[config.mk]
export PLATFORM = sky130hd
export DESIGN_NAME = slp_outq
export DESIGN_NICKNAME = d
export VERILOG_FILES = /design/src/rtl/slp_pkg.sv /design/src/rtl/slp_outq.sv
export SDC_FILE = /design/constraint.sdc
export NUM_CORES = 2
export LEC_CHECK = 0
export BUFFER_PORTS_ARGS = -buffer_cell sky130_fd_sc_hd__buf_2
export CORE_MARGIN = 1.5
export CORE_UTILIZATION = 62
export CTS_CLUSTER_DIAMETER = 80
export DETAILED_ROUTE_END_ITERATION = 10
export PLACE_DENSITY = 0.76
export SYNTH_ARGS = -nofsm -noshare
export SYNTH_HDL_FRONTEND = slang
export SYNTH_SLANG_ARGS = --single-unit
[constraint.sdc]
create_clock -name clk -period 6.65 [get_ports clk]
set_input_delay 0.3325 -clock clk [delete_from_list [all_inputs] [get_ports clk]]
set_output_delay 0.3325 -clock clk [all_outputs]
set_load 0.005 [all_outputs]
[src/rtl/slp_pkg.sv]
// Shared types and constants for the stereo landmark projection unit.
// Used by every module of the block; depends on nothing.
`default_nettype none
package slp_pkg;

  // Queue sizes
  localparam int MQ_DEPTH = 8;
  localparam int MQ_AW    = 3;
  localparam int MQ_CW    = 4;
  localparam int OQ_DEPTH = 32;
  localparam int OQ_AW    = 5;
  localparam int OQ_CW    = 6;

  // Front datapath widths
  localparam int FS   = 6;   // front stages
  localparam int DW   = 33;  // world delta
  localparam int EW   = 35;  // rotation entry before rounding, Q.28
  localparam int RW   = 20;  // rotation entry, Q.14
  localparam int PW1  = 53;  // delta times rotation entry
  localparam int BSW  = PW1 + 2;
  localparam int BW   = 40;  // body point, Q16.16
  localparam int PW2  = 56;  // camera rotation times body point
  localparam int CSW  = PW2 + 2;
  localparam int CW   = 44;  // camera point, Q16.16
  localparam int OFW  = 20;  // packed offset entry, Q8.12
  localparam int RND_HALF = 8192;

  // Back datapath widths
  localparam int XW   = 45;  // numerator coordinate
  localparam int NW   = 60;  // numerator magnitude
  localparam int ZW   = 43;  // depth magnitude
  localparam int QB   = 17;  // quotient bits kept
  localparam int UW   = 20;  // pixel before bounds check
  localparam int LANES = 4;

  // Lane order of the four divisions
  localparam int LN_LU = 0;
  localparam int LN_LV = 1;
  localparam int LN_RU = 2;
  localparam int LN_RV = 3;

  typedef enum logic [2:0] {
    REG_ROT_A    = 3'd0,
    REG_ROT_B    = 3'd1,
    REG_ROT_C    = 3'd2,
    REG_OFFSET   = 3'd3,
    REG_BASELINE = 3'd4,
    REG_INTR_L   = 3'd5,
    REG_INTR_R   = 3'd6,
    REG_SIZES    = 3'd7
  } cfg_reg_t;

  typedef struct packed {
    logic [2:0][47:0] rot;
    logic [59:0]      offset;
    logic [19:0]      baseline;
    logic [59:0]      intr_l;
    logic [59:0]      intr_r;
    logic [59:0]      sizes;
  } cfg_t;

  typedef struct packed {
    logic [9:0]         id;
    logic signed [31:0] px;
    logic signed [31:0] py;
    logic signed [31:0] pz;
    logic signed [31:0] bx;
    logic signed [31:0] by;
    logic signed [31:0] bz;
    logic signed [15:0] qw;
    logic signed [15:0] qx;
    logic signed [15:0] qy;
    logic signed [15:0] qz;
  } in_item_t;

  typedef struct packed {
    logic [9:0]           id;
    logic signed [CW-1:0] cx;
    logic signed [CW-1:0] cy;
    logic signed [CW-1:0] cz;
  } mid_item_t;

  typedef struct packed {
    logic [9:0]  id;
    logic [15:0] lu;
    logic [15:0] lv;
    logic [15:0] ru;
    logic [15:0] rv;
    logic [15:0] disp;
  } out_item_t;

endpackage
`default_nettype wire

[src/rtl/slp_outq.sv]
// Result queue: holds finished words until the receiver pops them.
// Depends on slp_pkg.
`default_nettype none
module slp_outq (
  input  logic               clk,
  input  logic               rst_n,
  input  logic               push,
  input  slp_pkg::out_item_t din,
  input  logic               pop,
  output slp_pkg::out_item_t dout,
  output logic               empty
);
  import slp_pkg::*;

  out_item_t        mem_r [OQ_DEPTH];
  logic [OQ_AW-1:0] wp_r, rp_r;
  logic [OQ_CW-1:0] cnt_r;

  always_ff @(posedge clk) begin
    if (push) begin
      mem_r[wp_r] <= din;
    end
  end

  always_ff @(posedge clk) begin
    if (!rst_n) begin
      wp_r  <= '0;
      rp_r  <= '0;
      cnt_r <= '0;
    end else begin
      if (push) begin
        wp_r <= wp_r + 1'b1;
      end
      if (pop) begin
        rp_r <= rp_r + 1'b1;
      end
      cnt_r <= cnt_r + OQ_CW'(push) - OQ_CW'(pop);
    end
  end

  assign dout  = mem_r[rp_r];
  assign empty = (cnt_r == '0);

endmodule
`default_nettype wire

; Yosys cells after proc, flatten, opt, wreduce, memory -nomap -nowiden
; Memory sizes are Yosys's and may differ from the RTL's. A register that Yosys moved wholly into a read port is not among the register bits.
; Index checks and enable logic that the tools add are counted.
[word_totals]
wordCells = 13
memories = 1
input_bits = 94
mem_bits_rw = 2880
register_bits = 16
output_inout_bits = 91
[classes]
mux = 4
n_addsub = 4
n_reduce_logical = 1
[mem_list]
columns = name, words, width, rd, rd_clocked_by_memory_dff, wr, line
row1 = mem_r, 32, 90, 1, 1, 1, slp_outq.sv:15  ; out_item_t mem_r [OQ_DEPTH];
[op_table]
columns = cell, n
row1 = $add A5 B1 Y5 const B, 2
row2 = $mux W5, 2
row3 = $add A6 B1 Y6, 1
row4 = $logic_not A6 Y1, 1
row5 = $sub A6 B1 Y6, 1
row6 = $mux W1, 2

; Depth between registers and ports, before layout
[logic_depth]
depth_word = 3
depth_mapped = 10
depth_no_buf = 10

; Least setup slack after synthesis
; No wires, ideal clock.
[synth_timing]
path_kind = flip-flop to flip-flop
startpoint = register wp_r[3]
endpoint = memory mem_r[10][0] (netlist name), enable pin
slack_ns = 1.314
setup_time_ns = 0.539
path_stages_with_launch = 4
arrival_ns = 4.796
required_time_ns = 6.111
path_buffers = 1
synth_period_minus_slack_ns = 5.336
path_cell_list = dfxtp_1 clkbuf_1 or3b_2 nor2_1
[synth_rtl]
columns = element, line
row1 = "start, declared", slp_outq.sv:16  ; logic [OQ_AW-1:0] wp_r, rp_r;
row2 = "start signal, assigned", slp_outq.sv:32  ; wp_r <= wp_r + 1'b1;
row3 = "end, declared", slp_outq.sv:15
; Straight into the memory's write port.

==> results.rst <==
.. list-table::
   :header-rows: 1

   * - Metric
     - Value
   * - Status
     - finished, final reports clean
   * - First-pass GRT wire length
     - 387,000 um
   * - Highest clock frequency the design can meet
     - 194 MHz
   * - CP Capture Type
     - output port
   * - Clock Pin Slew Worst Setup and Hold Paths
     - 0.06 ns
   * - Post-CTS Setup Repair Bufs
     - 0
   * - Area Overhead vs Synth
     - 12.4%
   * - Clock Sink Count
     - 2,901
   * - Via/cell ratio
     - 6.91
   * - Reg power frac
     - 53.5%
   * - Switching power of the nets
     - 7850 uW
   * - Sw Ratio
     - 20.7%
   * - Area of the placeable core
     - 176,000 um2
   * - Initial antenna violation count
     - 14
   * - Peak supply drop
     - 0.304 mV
   * - CTS root buf
     - clkbuf_16
   * - Max-slew violation count
     - 0
   * - Clock Skew
     - 0.0648 ns
   * - Library cell with the largest summed area after synthesis
     - edfxtp_1
   * - Area share of the largest cell type after synthesis
     - 78.8%
   * - Period utilization
     - 77.7%
   * - Vias after detailed routing
     - 55,089
   * - Input/output buffers
     - 184
   * - Post-Place Worst Slack
     - 2.48 ns
   * - Die footprint
     - 180,000 um2
   * - Final-layout worst hold slack
     - 0.314 ns
   * - Power density over the cells
     - 308 nW/um2
   * - Post-Syn Instances
     - 5,025
   * - Clock Power Share
     - 41.4%
   * - Worst hold path class
     - in -> reg
   * - Measured slew at the worst slew-check pin
     - 1.25 ns
   * - Internal power component
     - 30,100 uW
   * - Bufs on Longest Clock Path
     - 4
   * - ANT nets after route
     - 0
   * - Critical path startpoint category
     - register
   * - Cell types occupying the most area after synthesis
     - edfxtp_1, mux4_2, mux2i_1, a22oi_1, buf_2
   * - Cell at the slowest stage of the critical path
     - buf_4
   * - Fillers
     - 10,043
   * - Minimum clock period
     - 5.17 ns
   * - Die Span Y
     - 424 um
   * - Startpoint-to-endpoint class of the critical path
     - reg -> out
   * - P_leak
     - 0.0372 uW
   * - CTS tree
     - built
   * - Fraction of final layout cells with drive strength greater than 1
     - 21.2%
   * - Reg-to-reg slack, setup
     - 3.17 ns
   * - Syn avg cell area
     - 21.8 um2
   * - Top flip-flop cell by instance count after synthesis
     - edfxtp_1
   * - Max_cap viols
     - 0
   * - Number of gates resized after CTS
     - 0
   * - Routability congestion estimate
     - 0.770
   * - Count of routing violations after the opening detailed-route iteration
     - 7,723
   * - Ys Warns
     - 0
   * - Setup violators final
     - 0
   * - Die Span X
     - 424 um
   * - Post-synthesis sequential element count
     - 2,901
   * - Fraction of the yosys area taken by sequential cells
     - 79.2%
   * - DRC errors left
     - 0
   * - WP data required
     - 6.32 ns
   * - Netlist Area Pre-Place
     - 110,000 um2
   * - Ys async rst share
     - 0%
   * - Buffering stage count on the worst path with inverters included
     - 3
   * - Largest stage delay on the critical path
     - 0.93 ns
   * - Vias in the first global route
     - 55,435
   * - WP data arrival
     - 4.84 ns
   * - Relative contribution of combinational cells to total power
     - 5.1%
   * - Setup repair after global routing missed its margin
     - false
   * - Number of buffers created by CTS
     - 299
   * - Detailed-placement wirelength estimate
     - 124,000 um
   * - Routed wire length
     - 271,000 um
   * - Chain of cells forming the critical path
     - buf_12 > buf_4 > mux4_2 > a22oi_1 > nand4_1 > buf_2
   * - Kind of cell adding the most delay to the critical path
     - buffers and inverters
   * - Setup TNS
     - 0 ns
   * - Count of final hold-check violations
     - 0
   * - Largest net degree at the start of global routing
     - 155
   * - Number of flops mapped to enable cells by yosys
     - 2,880
   * - Total nets after synthesis
     - 5,133
   * - IO Count
     - 185
   * - Final instance count without filler cells
     - 7,968
   * - Worst slew margin
     - 15.7%
   * - # nets final
     - 5,525
   * - H-tree lvl count
     - 5
   * - Clock latency reported for the late side of the worst-skew pair
     - 0.93 ns
   * - Effective utilization at floorplan
     - 62.4%
   * - GRT overflow
     - 0
   * - Row cnt
     - 154
   * - Cell variety after synth
     - 45
   * - Number of optimization iterations in the first detailed-route pass
     - 6
   * - Worst Slack Setup Final
     - 1.48 ns
   * - Global routing usage summed across all routing layers
     - 30.4%
   * - Average wire length per cell after detail routing
     - 34.0 um
   * - Number of placed cells counting well taps
     - 7,363
   * - Largest fanout of any net on the critical path
     - 134
[metal layers]
| layer | GRT usage (%) | up-vias | routed length, um |
|---|---|---|---|
| li1 | - | 22063 | - |
| met1 | 42.2 | 28752 | 97600 |
| met2 | 48.9 | 3677 | 133000 |
| met3 | 5.68 | 585 | 30300 |
| met4 | 11.0 | 12 | 10100 |
| met5 | 0 | - | 74 |
[worst register-to-register path: stages, from the launching register on]
cell     delay [ns]
dfxtp_1        0.37
inv_1          0.11
ha_1           0.15
nand2_1        0.41
nor2_4         1.11
buf_4          0.86
[power by group through the flow]
stage,clock network (uW),logic [uW],registers (uW)
floorplan,0,1160,20700
finish,15700,1940,20300
detailed placement,0,1880,20700
global placement,0,1840,20700
global route,16600,2060,20300
CTS,15900,1940,20300
[metrics by stage]
stage                     utilization [%]  instance area (um2)  total power (uW)
after detailed placement             64.4               113000             22600
after global placement               64.4               113000             22500
after CTS                            70.1               123000             38100
after global routing                 70.1               123000             38900
final                                70.1               123000             37900
after floorplan                         -               110000             21800
[logic make-up (layout without fill, tap and decap cells)]
kind of cell,count (synthesis),count (layout),share of synthesized area (%)
mux,974,974,14.2
fa+ha+maj,14,14,0.166
flops,2901,2901,79.2
buf+inv,301,900,1.51
xor+xnor,9,9,0.0718
simple gates,324,324,1.57
other cells,0,4,0
compound gates,502,502,3.29
[final cells by class]
| cell class | instances | area [um2] | share of cell area (%) |
|---|---|---|---|
| Inverter | 17 | 63.8 | 0.0517 |
| Clock buffer | 359 | 7830 | 6.35 |
| Timing Repair Buffer | 375 | 2890 | 2.34 |
| Sequential cell | 2901 | 86900 | 70.5 |
| Clock inverter | 149 | 1210 | 0.983 |
| Multi-Input combinational cell | 1823 | 21500 | 17.4 |
| Antenna cell | 4 | 10.0 | 0.00811 |
| Tap cell | 2340 | 2930 | 2.37 |
[cell usage after synthesis (2+ instances only)]
cell type / n
a21oi_1: 4
a221oi_1: 8
a22oi_1: 369
and2_1: 4
buf_1: 3
buf_2: 144
buf_4: 42
buf_6: 26
clkbuf_1: 69
dfxtp_1: 21
edfxtp_1: 2880
ha_1: 13
inv_1: 16
mux2_2: 2
mux2i_1: 504
mux4_2: 468
nand2_1: 15
nand2b_1: 4
nand3_1: 128
nand3b_1: 2
nand4_1: 68
nor2_1: 51
nor2b_1: 7
nor3_1: 5
nor3_4: 2
nor4_1: 26
o21a_1: 3
o21ai_0: 13
o22ai_1: 98
or3_1: 8
xnor2_1: 3
xor2_1: 6
[placed cells by master, fill, tap and decap left out, types with 6 or more instances in the layout]
master         Yosys  routed
o21ai_0           13      13
nor2_1            51      17
xor2_1             6       6
inv_6              0       8
clkinv_2           0      43
dfxtp_1           21      18
a221oi_1           8       8
clkbuf_16          0     304
edfxtp_1        2880    2880
clkbuf_1          69      53
a22oi_1          369     369
o22ai_1           98      98
buf_12             0      24
nor2_4             0      35
buf_2            144     184
mux4_2           468     468
nor4_1            26      26
mux2i_1          504     504
ha_1              13      13
nand4_1           68      68
nand3_1          128     127
inv_1             16      16
bufinv_16          0      19
dlygate4sd3_1      0      93
or3_1              8       8
buf_4             42      74
clkinvlp_4         0       8
nand2_1           15      11
clkinv_1           0      67
[final timing paths]
path,start,end,cells after the start
worst max-delay path,register,dout[5],6
worst max register to register,wp_r[0],mem_r[28][46],5
worst min-delay path,rst_n,wp_r[4],3
worst min register to register,rp_r[4],rp_r[4],2
[sequential cells by signal, indices dropped and copies added, names as in the netlist, named ones only]
signal / flops
cnt_r: 6
mem_r: 2880
rp_r: 5
wp_r: 5
[what timing repair did]
action / in CTS / in global routing
setup endpoints to repair: 0 / 0
hold endpoints to repair: 2896 / 0
hold buffers: 93 / 0
No activity file was read; power rests on OpenSTA's default activity.
