==> src/rtl/slp_pkg.sv <==
// Shared types and constants for the stereo landmark projection unit.
// Used by every module of the block; depends on nothing.
`default_nettype none
package slp_pkg;

  // Queue sizes
  localparam int MQ_DEPTH = 8;
  localparam int MQ_AW    = 3;
  localparam int MQ_CW    = 4;
  localparam int OQ_DEPTH = 32;
  localparam int OQ_AW    = 5;
  localparam int OQ_CW    = 6;

  // Front datapath widths
  localparam int FS   = 6;   // front stages
  localparam int DW   = 33;  // world delta
  localparam int EW   = 35;  // rotation entry before rounding, Q.28
  localparam int RW   = 20;  // rotation entry, Q.14
  localparam int PW1  = 53;  // delta times rotation entry
  localparam int BSW  = PW1 + 2;
  localparam int BW   = 40;  // body point, Q16.16
  localparam int PW2  = 56;  // camera rotation times body point
  localparam int CSW  = PW2 + 2;
  localparam int CW   = 44;  // camera point, Q16.16
  localparam int OFW  = 20;  // packed offset entry, Q8.12
  localparam int RND_HALF = 8192;

  // Back datapath widths
  localparam int XW   = 45;  // numerator coordinate
  localparam int NW   = 60;  // numerator magnitude
  localparam int ZW   = 43;  // depth magnitude
  localparam int QB   = 17;  // quotient bits kept
  localparam int UW   = 20;  // pixel before bounds check
  localparam int LANES = 4;

  // Lane order of the four divisions
  localparam int LN_LU = 0;
  localparam int LN_LV = 1;
  localparam int LN_RU = 2;
  localparam int LN_RV = 3;

  typedef enum logic [2:0] {
    REG_ROT_A    = 3'd0,
    REG_ROT_B    = 3'd1,
    REG_ROT_C    = 3'd2,
    REG_OFFSET   = 3'd3,
    REG_BASELINE = 3'd4,
    REG_INTR_L   = 3'd5,
    REG_INTR_R   = 3'd6,
    REG_SIZES    = 3'd7
  } cfg_reg_t;

  typedef struct packed {
    logic [2:0][47:0] rot;
    logic [59:0]      offset;
    logic [19:0]      baseline;
    logic [59:0]      intr_l;
    logic [59:0]      intr_r;
    logic [59:0]      sizes;
  } cfg_t;

  typedef struct packed {
    logic [9:0]         id;
    logic signed [31:0] px;
    logic signed [31:0] py;
    logic signed [31:0] pz;
    logic signed [31:0] bx;
    logic signed [31:0] by;
    logic signed [31:0] bz;
    logic signed [15:0] qw;
    logic signed [15:0] qx;
    logic signed [15:0] qy;
    logic signed [15:0] qz;
  } in_item_t;

  typedef struct packed {
    logic [9:0]           id;
    logic signed [CW-1:0] cx;
    logic signed [CW-1:0] cy;
    logic signed [CW-1:0] cz;
  } mid_item_t;

  typedef struct packed {
    logic [9:0]  id;
    logic [15:0] lu;
    logic [15:0] lv;
    logic [15:0] ru;
    logic [15:0] rv;
    logic [15:0] disp;
  } out_item_t;

endpackage
`default_nettype wire

==> src/rtl/slp_midq.sv <==
// Queue between the front and back pipelines, one camera point per word.
// Depends on slp_pkg.
`default_nettype none
module slp_midq (
  input  logic               clk,
  input  logic               rst_n,
  input  logic               push,
  input  slp_pkg::mid_item_t din,
  input  logic               pop,
  output slp_pkg::mid_item_t dout,
  output logic               empty
);
  import slp_pkg::*;

  mid_item_t        mem_r [MQ_DEPTH];
  logic [MQ_AW-1:0] wp_r, rp_r;
  logic [MQ_CW-1:0] cnt_r;

  always_ff @(posedge clk) begin
    if (push) begin
      mem_r[wp_r] <= din;
    end
  end

  always_ff @(posedge clk) begin
    if (!rst_n) begin
      wp_r  <= '0;
      rp_r  <= '0;
      cnt_r <= '0;
    end else begin
      if (push) begin
        wp_r <= wp_r + 1'b1;
      end
      if (pop) begin
        rp_r <= rp_r + 1'b1;
      end
      cnt_r <= cnt_r + MQ_CW'(push) - MQ_CW'(pop);
    end
  end

  assign dout  = mem_r[rp_r];
  assign empty = (cnt_r == '0);

endmodule
`default_nettype wire

==> config.mk <==
export PLATFORM = sky130hd
export DESIGN_NAME = slp_midq
export DESIGN_NICKNAME = d
export VERILOG_FILES = /design/src/rtl/slp_pkg.sv /design/src/rtl/slp_midq.sv
export SDC_FILE = /design/constraint.sdc
export NUM_CORES = 1
export LEC_CHECK = 0
export BUFFER_PORTS_ARGS = -buffer_cell sky130_fd_sc_hd__clkbuf_2
export CAP_MARGIN = 20
export CORE_AREA = 2 2 272 274
export DETAILED_ROUTE_END_ITERATION = 8
export DIE_AREA = 0 0 274 276
export PLACE_DENSITY = 0.76
export SLEW_MARGIN = 25
export SYNTH_ARGS = -nofsm -noshare
export SYNTH_HDL_FRONTEND = slang
export SYNTH_SLANG_ARGS = --single-unit
==> constraint.sdc <==
create_clock -name clk -period 21.4 [get_ports clk]
set_clock_uncertainty 0.1 [all_clocks]
set_input_delay 3.21 -clock clk [delete_from_list [all_inputs] [get_ports clk]]
set_output_delay 3.21 -clock clk [all_outputs]
set_load 0.005 [all_outputs]
Yosys cells after proc, flatten, opt, wreduce, memory -nomap -nowiden

Memories as Yosys holds them, arrays and structs flattened. A register that Yosys moved wholly into a read port is not among the register bits.
Index checks and enable logic that the tools add are counted.

Add/sub/neg operators: 4
Mux-type cells: 4
Reduce and logical (&&, ||, !) cells: 1

Operators by type and width:

| kind                                                          | number |
|---|---|
| 3-bit by 1-bit adder with 3-bit output, second input constant | 2 |
| 3-bit two-way mux                                             | 2 |
| 4-bit by 1-bit adder with 4-bit output                        | 1 |
| 4-bit zero test                                               | 1 |
| 4-bit by 1-bit subtractor with 4-bit output                   | 1 |
| 1-bit two-way mux                                             | 2 |

Memories kept: 1
Bits in writable memories: 1136
Register bits after elaboration: 10

Memory list:

| name  | depth | width | read ports | clocked after memory_dff | wr ports | line           | RTL |
|---|---|---|---|---|---|---|---|
| mem_r | 8     | 142   | 1          | 1                        | 1        | slp_midq.sv:15 | `mid_item_t mem_r [MQ_DEPTH];` |

Depth between registers and ports, before layout

Gate-level depths: netlist of run 1.

Depth in word-level cells: 3
Depth in mapped cells: 8

Worst setup path before layout of run 1

OpenSTA, ideal clock, no wires.

Path type: input -> register
From: input port push
To: memory mem_r[0][0] (netlist name) (enable)
Data arrival time: 12.882 ns
Setup slack: 7.601 ns
Path buffers: 0
Stages on the path: 2
Cells stage by stage: nand2b_1 > nor3_1

Longest elaborated chain between the ends: 2

Ends and longest elaborated chain:

| element                                 | line           | RTL |
|---|---|---|
| from (decl)                             | slp_midq.sv:7  | `input logic push,` |
| 1-bit two-way mux                       | slp_midq.sv:20 | `if (push) begin` |
| 1-bit two-way mux (implied by the code) | slp_midq.sv:21 | `mem_r[wp_r] <= din;` |
| to (decl)                               | slp_midq.sv:15 |  |

No other way between the ends.

==> results of run 1 <==
[cell families after synthesis]
family                     after synthesis  synth area share, %
buffers and inverters                   88                 1.29
AOI/OAI and AO/OA                        2               0.0289
adders and majority gates                8                0.249
xor gates and xnor gates                 5                0.101
muxes                                  429                 18.5
DFF                                   1149                 79.4
and+or+nand+nor                         28                0.335
[layout by cell type, fill, tap and decap left out, types with 4 or more instances in the layout]
cell        instances
nand2b_1            4
dfxtp_1            10
buf_4              26
clkbuf_1           24
edfxtp_1         1136
mux4_2            284
nand2_1             5
bufinv_16          12
clkinv_2           24
clkinvlp_4          4
ha_1                7
mux2_2            142
nor2_4              6
and2_1              7
inv_1               7
clkbuf_16         113
clkbuf_2          288
clkinv_1           22
diode_2            10
[worst max path at each step]
stage | endpoint | slack (ns) | depth (start not counted)
after global routing | dout[70] | 13.04 | 6
after CTS | dout[70] | 12.72 | 6
after global placement | dout[70] | 13.49 | 6
after floorplan | mem_r[0][0]$_DFFE_PP_ | 7.60 | 2
after detailed placement | dout[70] | 13.41 | 6
final | dout[103] | 13.49 | 6
[state kept, by name, summed over array words and instances (netlist names), named ones only]
register  count
mem_r      1136
rp_r          3
wp_r          3
cnt_r         4
[report_power, final]
group	switching (mW)	internal [mW]
Sequential	0.0227	2.54
Combinational	0.180	0.177
Clock	0.783	1.12
[metrics by stage]
stage | cell area, µm² | utilization [%] | cells
global placement | 45700 | 63.0 | 2907
global route | 49400 | 68.0 | 3121
finish | 49400 | 68.0 | 3123
detailed placement | 45700 | 63.0 | 2907
floorplan | 43300 | - | 1709
CTS | 49300 | 67.9 | 3112
[worst register-to-register path, stage by stage (launching register included)]
cell,delay [ns]
dfxtp_1,0.33
nand2b_1,0.31
nor2_4,0.18
buf_4,0.58
buf_4,0.85
buf_4,0.88
[metal layers]
metal  global-route usage [%]  vias to the layer above  wire (µm)
li1                         -                     8075          -
met1                     31.1                    10100      32800
met2                     37.2                      684      42800
met3                     4.56                      142       5990
met4                     7.72                       10       2180
met5                        0                        -         72
[cell type report]
cell class	instances	area share, %
multi-input combinational	472	17.0
tap	959	2.43
timing repair buffer	321	3.56
sequential	1149	69.6
clock inverter	66	1.30
inverter	7	0.0532
antenna	10	0.0507
clock buffer	139	5.97
==> qor.yml, run 1 <==
worst_setup_path:
  rrSetupSlack_ns: 17.74
  critPathKind: "flip-flop to output port"
  cpPeakStageDelay_ns: 0.77
  cp_cell_sequence: "buf_6 -> buf_6 -> buf_4 -> mux4_2 -> mux2_2 -> clkbuf_2"
  crit_buf_inv: 4
  timing.rr.end: "mem_r[2][140]$_DFFE_PP_"
  cp_common_cell: "buf_6"
  cp.required_ns: 18.09
  worstRegToRegCells: 5
  cp_slowest_cell: "dfxtp_4"
  cp.arrival_ns: 4.60
  r2r-start: "wp_r[2]$_SDFFE_PN0P_"
  cp-start-kind: "flip-flop"
  endpoint_kind: "output port"
  crit_fanout: 50
  crit_family: "buffers and inverters"
timing:
  hold_viol_final: 0
  rsz0062_at_grt: "no"
  max_freq_mhz: 126
  period_needed_ns: 7.91
  fin_tns_setup_ns: 0
  worst_hold_slack_ns: 0.475
  fin_crit_sh_pct: 36.9
  setup_viol: 0
  fin_ws_ns: 13.49
  worst_pin_slew_ns: 1.02
  slew_headroom_pct: 31.7
  finalMaxSlewViolations: 0
power_and_ir_drop:
  powerDensity_mw_per_mm2: 97.5
  peakVddDrop_uv: 84.7
  total_power_mw: 4.81
  p_leak_nw: 15.7
global_routing:
  grt_use_total_pct: 22.7
  grt_overflow: 0
  antenna_found_initial: 13
  grt_pass1_vias: 20500
  grt_pass1_wl_um: 127000
  grt_max_degree: 117
yosys:
  syn_inst: 1709
  synth_edf_count: 1136
  ys_ff_latch: 1149
  synth.area.top_cells: "edfxtp_1 79%, mux4_2 15%, mux2_2 3.7%"
  yosysTopAreaCellShare_pct: 78.8
  async_reset_ff_share_pct: 0
  synth-main-ff-cell: "edfxtp_1"
  seq_area_frac_synth_pct: 79.4
  ys_warn_count: 0
  syn_avg_cell_area_um2: 25.3
  netlist_area_mm2: 0.0433
  ys_types: 23
  ys_top_cells_by_count: "1136 x edfxtp_1, 284 x mux4_2, 142 x mux2_2, 31 x clkbuf_1, 29 x buf_6"
  synth_nets: 1863
  yosysMostFrequentCell: "edfxtp_1"
  synth_top_area_cell: "edfxtp_1"
final_layout:
  n_fill_cell: 4376
  drive_above_1_share_pct: 42.6
  seq_area_mm2: 0.0344
  final_nets: 2216
  multi_input_area_mm2: 0.00839
  area.growth.synth_to_final_pct: 14.1
detailed_routing:
  wire_per_inst_um: 26.9
  drtIter0Drc: 1769
  viasPerCell: 6.07
  num_vias: 19000
  drcViolationCount: 0
  ant_nets: 0
  routed_wl_um: 83900
  dr.pass1.iters: 5
clocking:
  root_buffer: "clkbuf_16"
  clock_latency_ns: 0.65
  cts_tree: "done"
  cts_resized: 0
  holdBufCountCts: 0
  postCtsSetupBuffers: 0
  cts-buffers-inserted: 111
  h-tree-depth: 3
  clock_sinks: 1149
  clk_pin_slew_ns: 0.06
  clock_path_buffers: 3
hold_path:
  hp-start: "rp_r[1]$_SDFFE_PN0P_"
  min_path_cells: 2
  hp-class: "flip-flop to flip-flop"
job:
  drv_cap: 0
placed_design:
  dp_slack_ns: 13.41
  dpl.hpwl_um: 44500
  portBuffers: 288
  gp_congestion: 0.713
floorplanning:
  die_area_mm2: 0.0756
  die_h_um: 276
  num_rows: 99
  core_mm2: 0.0726
  ios: 289
  die_w_um: 274
  start_util_pct: 59.6
status:
  status: "finished clean"
(Power assumes the default switching activity.)
==> inputs of run 2 (changes only) <==
- clock period: 21.4 -> 7.9 ns (I/O delays scaled with it)
==> run 2 against run 1 <==
Count of clock-buffer cells in the layout is the same. Wire length grew 0.35%. Design area shrank 0.41%. Utilization shrank 0.28 points. Largest cell class unchanged. Power grew to 2.7 times the previous value. Die area is the same. Non-clock buffer count shrank 1. Critical endpoint is now dout[75].
==> qor.yml, run 2 (synthesis gave the netlist of run 1 again) <==
placed_design:
  portBuffers: 288
  gp_congestion: 0.708
  dpl.hpwl_um: 45000
clocking:
  clock_sinks: 1149
  holdBufCountCts: 0
  cts_resized: 0
  clock_path_buffers: 3
  clk_pin_slew_ns: 0.06
  cts_tree: "done"
  h-tree-depth: 3
  clock_latency_ns: 0.66
  cts-buffers-inserted: 111
  postCtsSetupBuffers: 0
  root_buffer: "clkbuf_16"
worst_setup_path:
  rrSetupSlack_ns: 4.86
  cpPeakStageDelay_ns: 0.87
  worstRegToRegCells: 4
  cp_slowest_cell: "dfxtp_4"
  r2r-start: "wp_r[1]$_SDFFE_PN0P_"
  endpoint_kind: "output port"
  crit_buf_inv: 2
  critPathKind: "flip-flop to output port"
  crit_family: "multiplexers"
  cp.arrival_ns: 3.44
  cp-start-kind: "flip-flop"
  cp_cell_sequence: "buf_12 -> mux4_2 -> mux2_2 -> clkbuf_2"
  cp.required_ns: 6.61
  crit_fanout: 103
  timing.rr.end: "mem_r[7][66]$_DFFE_PP_"
detailed_routing:
  viasPerCell: 6.08
  ant_nets: 0
  drtIter0Drc: 1726
  dr.pass1.iters: 5
  routed_wl_um: 84200
  num_vias: 18900
  wire_per_inst_um: 27.1
  drcViolationCount: 0
timing:
  worst_hold_slack_ns: 0.445
  finalMaxSlewViolations: 0
  worst_pin_slew_ns: 1.07
  slew_headroom_pct: 28.5
  hold_viol_final: 0
  fin_crit_sh_pct: 59.8
  max_freq_mhz: 212
  setup_viol: 0
  period_needed_ns: 4.73
  rsz0062_at_grt: "no"
global_routing:
  grt_max_degree: 149
  grt_use_total_pct: 22.8
  grt_pass1_wl_um: 128000
  antenna_found_initial: 13
  grt_overflow: 0
  grt_pass1_vias: 20600
final_layout:
  top_regs: "mem_r (1136), cnt_r (4)"
  final_common_cell: "edfxtp_1"
  largest_reg_flops: 1136
  n_fill_cell: 4413
  mostFrequentLayoutCells: "1136 x edfxtp_1, 288 x clkbuf_2, 284 x mux4_2"
  multi_input_area_mm2: 0.00840
  regMostFlops: "mem_r"
  final_nets: 2215
  drive_above_1_share_pct: 41.9
  area.growth.synth_to_final_pct: 13.6
  seq_area_mm2: 0.0344
floorplanning:
  die_area_mm2: 0.0756
  core_mm2: 0.0726
  start_util_pct: 59.6
  die_h_um: 276
  num_rows: 99
  ios: 289
  die_w_um: 274
hold_path:
  min_path_cells: 2
  hp-start: "rp_r[1]$_SDFFE_PN0P_"
  hp-class: "flip-flop to flip-flop"
power_and_ir_drop:
  peakVddDrop_uv: 200
  p_leak_nw: 15.6
  powerDensity_mw_per_mm2: 260
  total_power_mw: 12.8
status:
  status: "finished clean"
job:
  drv_cap: 0
==> run 2: cell types whose count changed in the layout (fill, tap and decap cells not counted), moves of 5 or more <==
cell,change
buf_12,+5
bufinv_16,-6
clkinv_1,+5
clkinv_2,-7
diode_2,-6
==> run 2: worst register-to-register path, stage by stage, from the launching register on <==
cell and delay, ns:
dfxtp_1 0.54, nand2_1 0.21, nor2_4 0.62, buf_4 0.57, buf_4 0.59
==> run 2: worst max-delay path by stage <==
stage	startpoint	to	slack [ns]	cells after the start
after floorplan	push	mem_r[1][0]$_DFFE_PP_	-0.05	2
after global placement	flip-flop	dout[108]	3.83	4
after detailed placement	flip-flop	dout[46]	3.78	4
after CTS	flip-flop	dout[75]	3.05	4
after global routing	flip-flop	dout[61]	2.89	4
final	flip-flop	dout[75]	3.17	4
==> run 2: metal layers <==
layer  up-vias  part of all wire (%)  GRT usage, %
met5         -                  0.15             0
met3       137                   7.5          5.21
met4        20                   2.0          6.35
met2       662                    51          37.9
met1     10000                    39          30.8
li1       8055                     -             -
==> run 2: cell type report <==
| type | instances | area share, % |
|---|---|---|
| clock inverters | 57 | 0.936 |
| well taps | 959 | 2.44 |
| inverters | 7 | 0.0534 |
| flip-flops and latches | 1149 | 69.9 |
| clock buffers | 139 | 5.91 |
| repair buffers | 320 | 3.62 |
| diodes | 4 | 0.0204 |
| multi-input cells | 472 | 17.1 |
==> run 2: metrics by stage <==
stage	utilization (%)	TNS, ns	std cells	cell area [µm²]	setup slack (ns)
final	67.7	0	3107	49200	3.17
after global placement	63.1	0	2907	45800	3.83
after floorplan	-	-38.44	1709	43300	-0.0544
after CTS	67.7	0	3103	49200	3.05
after global routing	67.7	0	3106	49200	2.89
after detailed placement	63.1	0	2907	45800	3.78
==> run 2: where the power goes <==
group	leakage, nW	switching (mW)	internal, mW	total [mW]
clock network	1.65	2.12	2.78	4.90
logic	3.56	0.494	0.478	0.972
registers	10.4	0.0546	6.87	6.92
total	15.6	2.67	10.1	12.8
